`config.mk`:
```
export PLATFORM = sky130hd
export DESIGN_NAME = qphd_mul
export DESIGN_NICKNAME = d
export VERILOG_FILES = /design/src/qphd_pkg.sv /design/src/qphd_mul.sv
export SDC_FILE = /design/constraint.sdc
export NUM_CORES = 2
export LEC_CHECK = 0
export ABC_CLOCK_PERIOD_IN_PS = 33800
export BUFFER_PORTS_ARGS = -buffer_cell sky130_fd_sc_hd__buf_2
export CORE_ASPECT_RATIO = 1.25
export CORE_MARGIN = 2
export CORE_UTILIZATION = 50
export DETAILED_ROUTE_END_ITERATION = 10
export PLACE_DENSITY = 0.63
export REMOVE_ABC_BUFFERS = 1
export SYNTH_ARGS = -nofsm -noshare
export SYNTH_HDL_FRONTEND = slang
export SYNTH_SLANG_ARGS = --single-unit
```
`constraint.sdc`:
```
create_clock -name clk -period 33.8 [get_ports clk]
set_clock_uncertainty 0.15 [all_clocks]
set_input_delay 5.07 -clock clk [delete_from_list [all_inputs] [get_ports clk]]
set_output_delay 5.07 -clock clk [all_outputs]
set_load 0.005 [all_outputs]
```
`src/qphd_pkg.sv`:
```
`timescale 1ns / 1ps
package qphd_pkg;

  localparam int DEPTH_DEF  = 1024;
  localparam int ELEM_W     = 8;
  localparam int QUAD_W     = 11;
  localparam int LIN_W      = 25;
  localparam int CONST_W    = 25;
  localparam int CFG_DATA_W = 25;
  localparam int CFG_IDX_W  = 2;
  localparam int PREFIX_W   = 32;
  localparam int WORD_W     = 64;
  localparam int HALF_W     = 32;
  localparam int PROD_W     = 128;

  localparam logic [CFG_IDX_W-1:0] REG_QUAD  = 2'd0;
  localparam logic [CFG_IDX_W-1:0] REG_LIN   = 2'd1;
  localparam logic [CFG_IDX_W-1:0] REG_CONST = 2'd2;

endpackage

```
`src/qphd_mul.sv`:
```
`timescale 1ns / 1ps
module qphd_mul import qphd_pkg::*; (
  input  logic              clk,
  input  logic              rst,
  input  logic              start,
  input  logic [WORD_W-1:0] op_a,
  input  logic [WORD_W-1:0] op_b,
  output logic              done,
  output logic [PROD_W-1:0] prod
);

  logic              busy;
  logic              fix;
  logic [1:0]        step;
  logic [WORD_W-1:0] mx;
  logic [WORD_W-1:0] my;
  logic              neg;
  logic [PROD_W-1:0] acc;

  logic [HALF_W-1:0] a_part;
  logic [HALF_W-1:0] b_part;
  logic [WORD_W-1:0] pp;
  logic [1:0]        sh;
  logic [PROD_W-1:0] pp_sh;

  // One 32x32 partial product of the magnitudes per cycle, shifted into place.
  always_comb begin
    a_part = step[0] ? mx[WORD_W-1:HALF_W] : mx[HALF_W-1:0];
    b_part = step[1] ? my[WORD_W-1:HALF_W] : my[HALF_W-1:0];
    pp     = WORD_W'(a_part) * WORD_W'(b_part);
    sh     = {1'b0, step[0]} + {1'b0, step[1]};
    pp_sh  = {{(PROD_W-WORD_W){1'b0}}, pp} << {sh, 5'b0};
  end

  always_ff @(posedge clk) begin
    if (rst) begin
      busy <= 1'b0;
      fix  <= 1'b0;
      done <= 1'b0;
      step <= 2'd0;
    end else begin
      done <= 1'b0;
      if (start) begin
        mx   <= op_a[WORD_W-1] ? (~op_a + WORD_W'(1)) : op_a;
        my   <= op_b[WORD_W-1] ? (~op_b + WORD_W'(1)) : op_b;
        neg  <= op_a[WORD_W-1] ^ op_b[WORD_W-1];
        acc  <= '0;
        step <= 2'd0;
        busy <= 1'b1;
      end else if (busy) begin
        acc  <= acc + pp_sh;
        step <= step + 2'd1;
        if (step == 2'd3) begin
          busy <= 1'b0;
          fix  <= 1'b1;
        end
      end else if (fix) begin
        prod <= neg ? (~acc + PROD_W'(1)) : acc;
        fix  <= 1'b0;
        done <= 1'b1;
      end
    end
  end

endmodule

```
Word level (Yosys, flattened, before mapping)
Cells that the tools add are included.
{ "op_classes": {"bitwise_logic": 7, "n_shift": 1, "add_sub_neg": 6, "n_reduce_logical": 7, "n_mul": 1, "n_mux": 12, "n_eq_ne": 2} }
{ "ops": {"columns": ["operator", "n"], "rows": [
  ["$mux W128", 2],
  ["$add A128 B1 Y128 const B", 1],
  ["$add A128 B128 Y128", 1],
  ["$add A64 B1 Y64 const B", 2],
  ["$not A128 Y128", 1],
  ["$not A64 Y64", 2],
  ["$shl A64 B7 Y128", 1],
  ["$mux W63", 2],
  ["$mul A32 B32 Y64", 1],
  ["$mux W32", 2],
  ["$mux W1", 6],
  ["$reduce_and A2 Y1", 3],
  ["$reduce_and A4 Y1", 1],
  ["$not A1 Y1", 3],
  ["$reduce_or A3 Y1", 1],
  ["$add A1 B1 Y2", 1],
  ["$add A2 B1 Y2 const B", 1],
  ["$eq A2 B2 Y1 const B", 1],
  ["$ne A2 B1 Y1 const B", 1],
  ["$reduce_bool A2 Y1", 1],
  ["$reduce_or A2 Y1", 1],
  ["$xor A1 B1 Y1", 1]
]} }
{ "word_totals": {"word_cells": 47, "input_bits": 131, "reg_bits": 390} }

Longest topological paths before layout
{ "logic_depth": {"depth_word": 5, "ltp_mapped": 48, "depth_no_buf": 42} }

Worst setup path before layout
OpenSTA, ideal clock, no wires.
{ "synth_timing": {"path_type": "in2reg", "from": "in rst", "to": "reg prod[0] (enable)", "cell_stages": 1, "setup_time_ns": 0.980, "required_ns": 32.670, "t_arrival_ns": 18.356, "setup_slack_ns": 14.314, "cell_sequence": "nor4b_1"} }
{ "synth_between": {"elab_chain_len": 2} }
{ "synth_rtl": {"columns": ["element", "line", "source"], "rows": [
  ["from (decl)", "qphd_mul.sv:4", "input logic rst,"],
  ["$not A1 Y1 (no source line)", null, null],
  ["$reduce_and A4 Y1 (no source line)", null, null],
  ["to (signal assigned)", "qphd_mul.sv:58", "prod <= neg ? (~acc + PROD_W'(1)) : acc;"],
  ["to (decl)", "qphd_mul.sv:9", "output logic [PROD_W-1:0] prod"]
]} }
Every way passes these cells.
A chain may end at the register's enable or synchronous reset.

Worst setup path after layout
{ "layout_timing": {"from": "reg step[0]", "to": "reg acc[124] (data pin)"} }
{ "layout_between": {"elab_chain_len": 5, "word_cells_on_any_way": 6, "classes_between": "add/sub: 2; mul: 1; shift: 1; mux: 2"} }
{ "layout_rtl": {"columns": ["element", "line", "source"], "rows": [
  ["from (decl)", "qphd_mul.sv:14", "logic [1:0] step;"],
  ["from (signal assigned)", "qphd_mul.sv:52", "step <= step + 2'd1;"],
  ["$mux W32", "qphd_mul.sv:28", "a_part = step[0] ? mx[WORD_W-1:HALF_W] : mx[HALF_W-1:0];"],
  ["$mul A32 B32 Y64", "qphd_mul.sv:30", "pp = WORD_W'(a_part) * WORD_W'(b_part);"],
  ["$shl A64 B7 Y128 *", "qphd_mul.sv:32", "pp_sh = {{(PROD_W-WORD_W){1'b0}}, pp} << {sh, 5'b0};"],
  ["$add A128 B128 Y128 *", "qphd_mul.sv:51", "acc <= acc + pp_sh;"],
  ["$mux W128 *", "qphd_mul.sv:50", "end else if (busy) begin"],
  ["to (signal assigned)", "qphd_mul.sv:51", null],
  ["to (decl)", "qphd_mul.sv:18", "logic [PROD_W-1:0] acc;"]
]} }
Every way passes the cells marked *; elsewhere a longest branch is shown, timed or not. The select of a mux whose other input is x is not followed.

==> metrics.txt <==
crit end category=flop; worst hold stages=2; Hold EP=fix$_SDFFE_PP0P_; CP required=around 34 ns; kind of critical path=reg2reg; Max stage delay on crit path=between 0.8 and 0.9 ns; core area=roughly 0.12 mm²; total CTS buffers=46; clk sinks=390; Post-synth EDFFs=385; Most Frequent Cell on Critical Path=fa_1; Mapped Area=0.05999 mm²; final worst path period need=14.73 ns; layout cell share with drive strength beyond 1=8.536%; first-pass GRT wire length=315.7 mm; I/O pins=260; setup_tns=0 ns; Setup Fix Bufs, Post-CTS=0; cts hold-fix bufs=0; FF-to-FF Start=step[0]$_SDFFE_PP0P_; P&R area growth vs syn=7.588%; Slew Limit Fails=0; Iter 0 DRT Violations=about 4,400; initial antenna violation count=8; hold path startpoint=fix$_SDFFE_PP0P_; Via density=roughly 5.9; die footprint=0.1228 mm²; Final Cycle Share=43.57%; post-synthesis async set-or-reset flop share=0%; commonest non-fill, non-tap cells in the layout=933 x nor2_1, 912 x inv_1, 897 x fa_1; synthesized instance count=~6,600; Max Clk Rate=around 68 MHz; H-tree levels=2; via count=49,430; CTS max path bufs=3; Worst R2R End=acc[124]$_SDFFCE_PP0P_; final count of hold timing violations=0; synth unique cells=76; GPL Wtd Cong=1.013; post-synthesis sequential area ratio=19.44%; Row Count=142; worst r2r path cells=41; Syn Area/Cell=a little over 9 µm²; post-synthesis register bit count=390; Total Routing Usage GR=34.50%; Yosys warnings=0; Relative slew margins=between 10% and 20%; Root Buffer=clkbuf_16; reg2reg setup slack=approximately 19 ns; max-capacitance violation count=0; number of global-route vias before repair=50,740; DIE WIDTH=approximately 310 µm; TritonRoute pass-1 iters=6; I/O Buffers=around 260; commonest non-fill, non-tap cell in the layout=nor2_1; Slew @ Worst Pin=~1.3 ns; status=finished clean; Primary FF master, synth=edfxtp_1; Routed Wire Length=210.4 mm; worst-path maximum fanout=55; Final HPWL DP=171.8 mm; initial core utilization=between 50% and 60%; post_cts resized=0; startpoint types=flop; Hold Crit Class=reg2reg; largest net degree at the start of global routing=about 70; TritonCTS clock tree=yes; Clk pin slew, worst setup/hold paths=0.06 ns; ANT nets after route=0; final layout net count=8,120; insertion delay to the later sink of the worst-skew pair=about 0.68 ns; grt ovf=0; Final setup viols=0; setup repair after global routing missed its margin=false; Crit-path slowest cell=mux2i_4; Vert. Die Dim=391.3 µm; DRC=0; DR WL/cell=25.26 µm; CP arrival=14.97 ns
[area by class of cell]
class	count	area [µm²]
clock inverter	28	270.3
clock buffer	58	1217
fill	11070	54860
tap	1584	1982
sequential	390	11670
timing repair buffer	345	1944
multi-input combinational	5002	44000
antenna	9	22.52
inverter	913	3430
[cell families after synthesis]
group / share of synthesized area, %
compound gates: 10.54
simple gates: 15.56
buf+inv: 7.646
fa+ha+maj: 38.15
flops: 19.44
xor+xnor: 6.103
mux: 2.565
[synth_stat cells, types with 9 or more instances]
library cell  count  area share [%]
a211oi_1          9            0.11
a21boi_0         17            0.21
a21o_1          116             1.5
a21oi_1         258             2.2
a221oi_1         11            0.16
a31oi_1          24            0.25
and2_1           45            0.47
and3_1           29            0.30
buf_1            23            0.14
clkbuf_1        286             1.8
edfxtp_1        385              19
fa_1            897              30
ha_1            394             8.2
inv_1           913             5.7
mux2_2           70             1.3
mux2i_1          75             1.3
nand2_1         734             4.6
nand2b_1         31            0.32
nand3_1          50            0.42
nand4_1          75            0.78
nor2_1          933             5.8
nor2b_1          20            0.21
nor3_1           67            0.56
nor4_1           25            0.26
o211ai_1         19            0.24
o21a_1           32            0.40
o21ai_0         233             1.9
o21bai_1         61            0.76
o22ai_1          33            0.34
o31ai_1          86             1.1
o41ai_1          44            0.64
or2_2            25            0.26
or3_1            48            0.50
or4_1            38            0.48
xnor2_1         348             5.1
xor2_1           70             1.0
[worst max-delay path: cells and delay by family (launching register included)]
kind                       cells  cell delay, ns
buffers and inverters          5            0.98
muxes                          2            1.23
DFF                            1            0.46
AOI/OAI and AO/OA             12            4.11
adders and majority gates     10            4.86
and+or+nand+nor               12            2.58
[through the flow]
stage	hold slack (ns)	utilization, %	instances	worst slack, ns	cell area, µm²
after floorplan	0.2964	-	6305	14.31	58830
after global placement	0.3288	52.79	8234	19.41	63030
after detailed placement	0.3434	52.79	8234	19.28	63030
after CTS	0.3544	54.04	8320	19.23	64520
after global routing	0.3889	54.04	8321	18.63	64520
final	0.3547	54.06	8329	19.07	64540
[metal layers]
layer / wire, µm / share of wire, % / GRT usage [%] / vias to the layer above
met1: 79860 / 38 / 42.89 / 24850
li1: - / - / - / 21770
met5: 13 / 0.0062 / 0 / -
met3: 15810 / 7.5 / 5.192 / 553
met4: 14970 / 7.1 / 20.60 / 2
met2: 99720 / 47 / 56.94 / 2259
[state kept, by name (all words and copies together) (netlist names)]
signal  flops
done        1
busy        1
step        2
prod      128
my         64
acc       128
neg         1
fix         1
mx         64
[worst max path at each step]
stage	start	endpoint	slack (ns)	depth (start not counted)
detailed placement	step[0]$_SDFFE_PP0P_	acc[124]$_SDFFCE_PP0P_	19.28	41
global placement	step[1]$_SDFFE_PP0P_	acc[124]$_SDFFCE_PP0P_	19.41	40
CTS	step[0]$_SDFFE_PP0P_	acc[124]$_SDFFCE_PP0P_	19.23	41
finish	step[0]$_SDFFE_PP0P_	acc[124]$_SDFFCE_PP0P_	19.07	41
floorplan	rst	prod[0]$_DFFE_PP_	14.31	1
global route	step[0]$_SDFFE_PP0P_	acc[124]$_SDFFCE_PP0P_	18.63	41
Power is left out: the tool's default activity adds up to more than one toggle a clock period on the data nets, which glitch-free logic cannot reach.
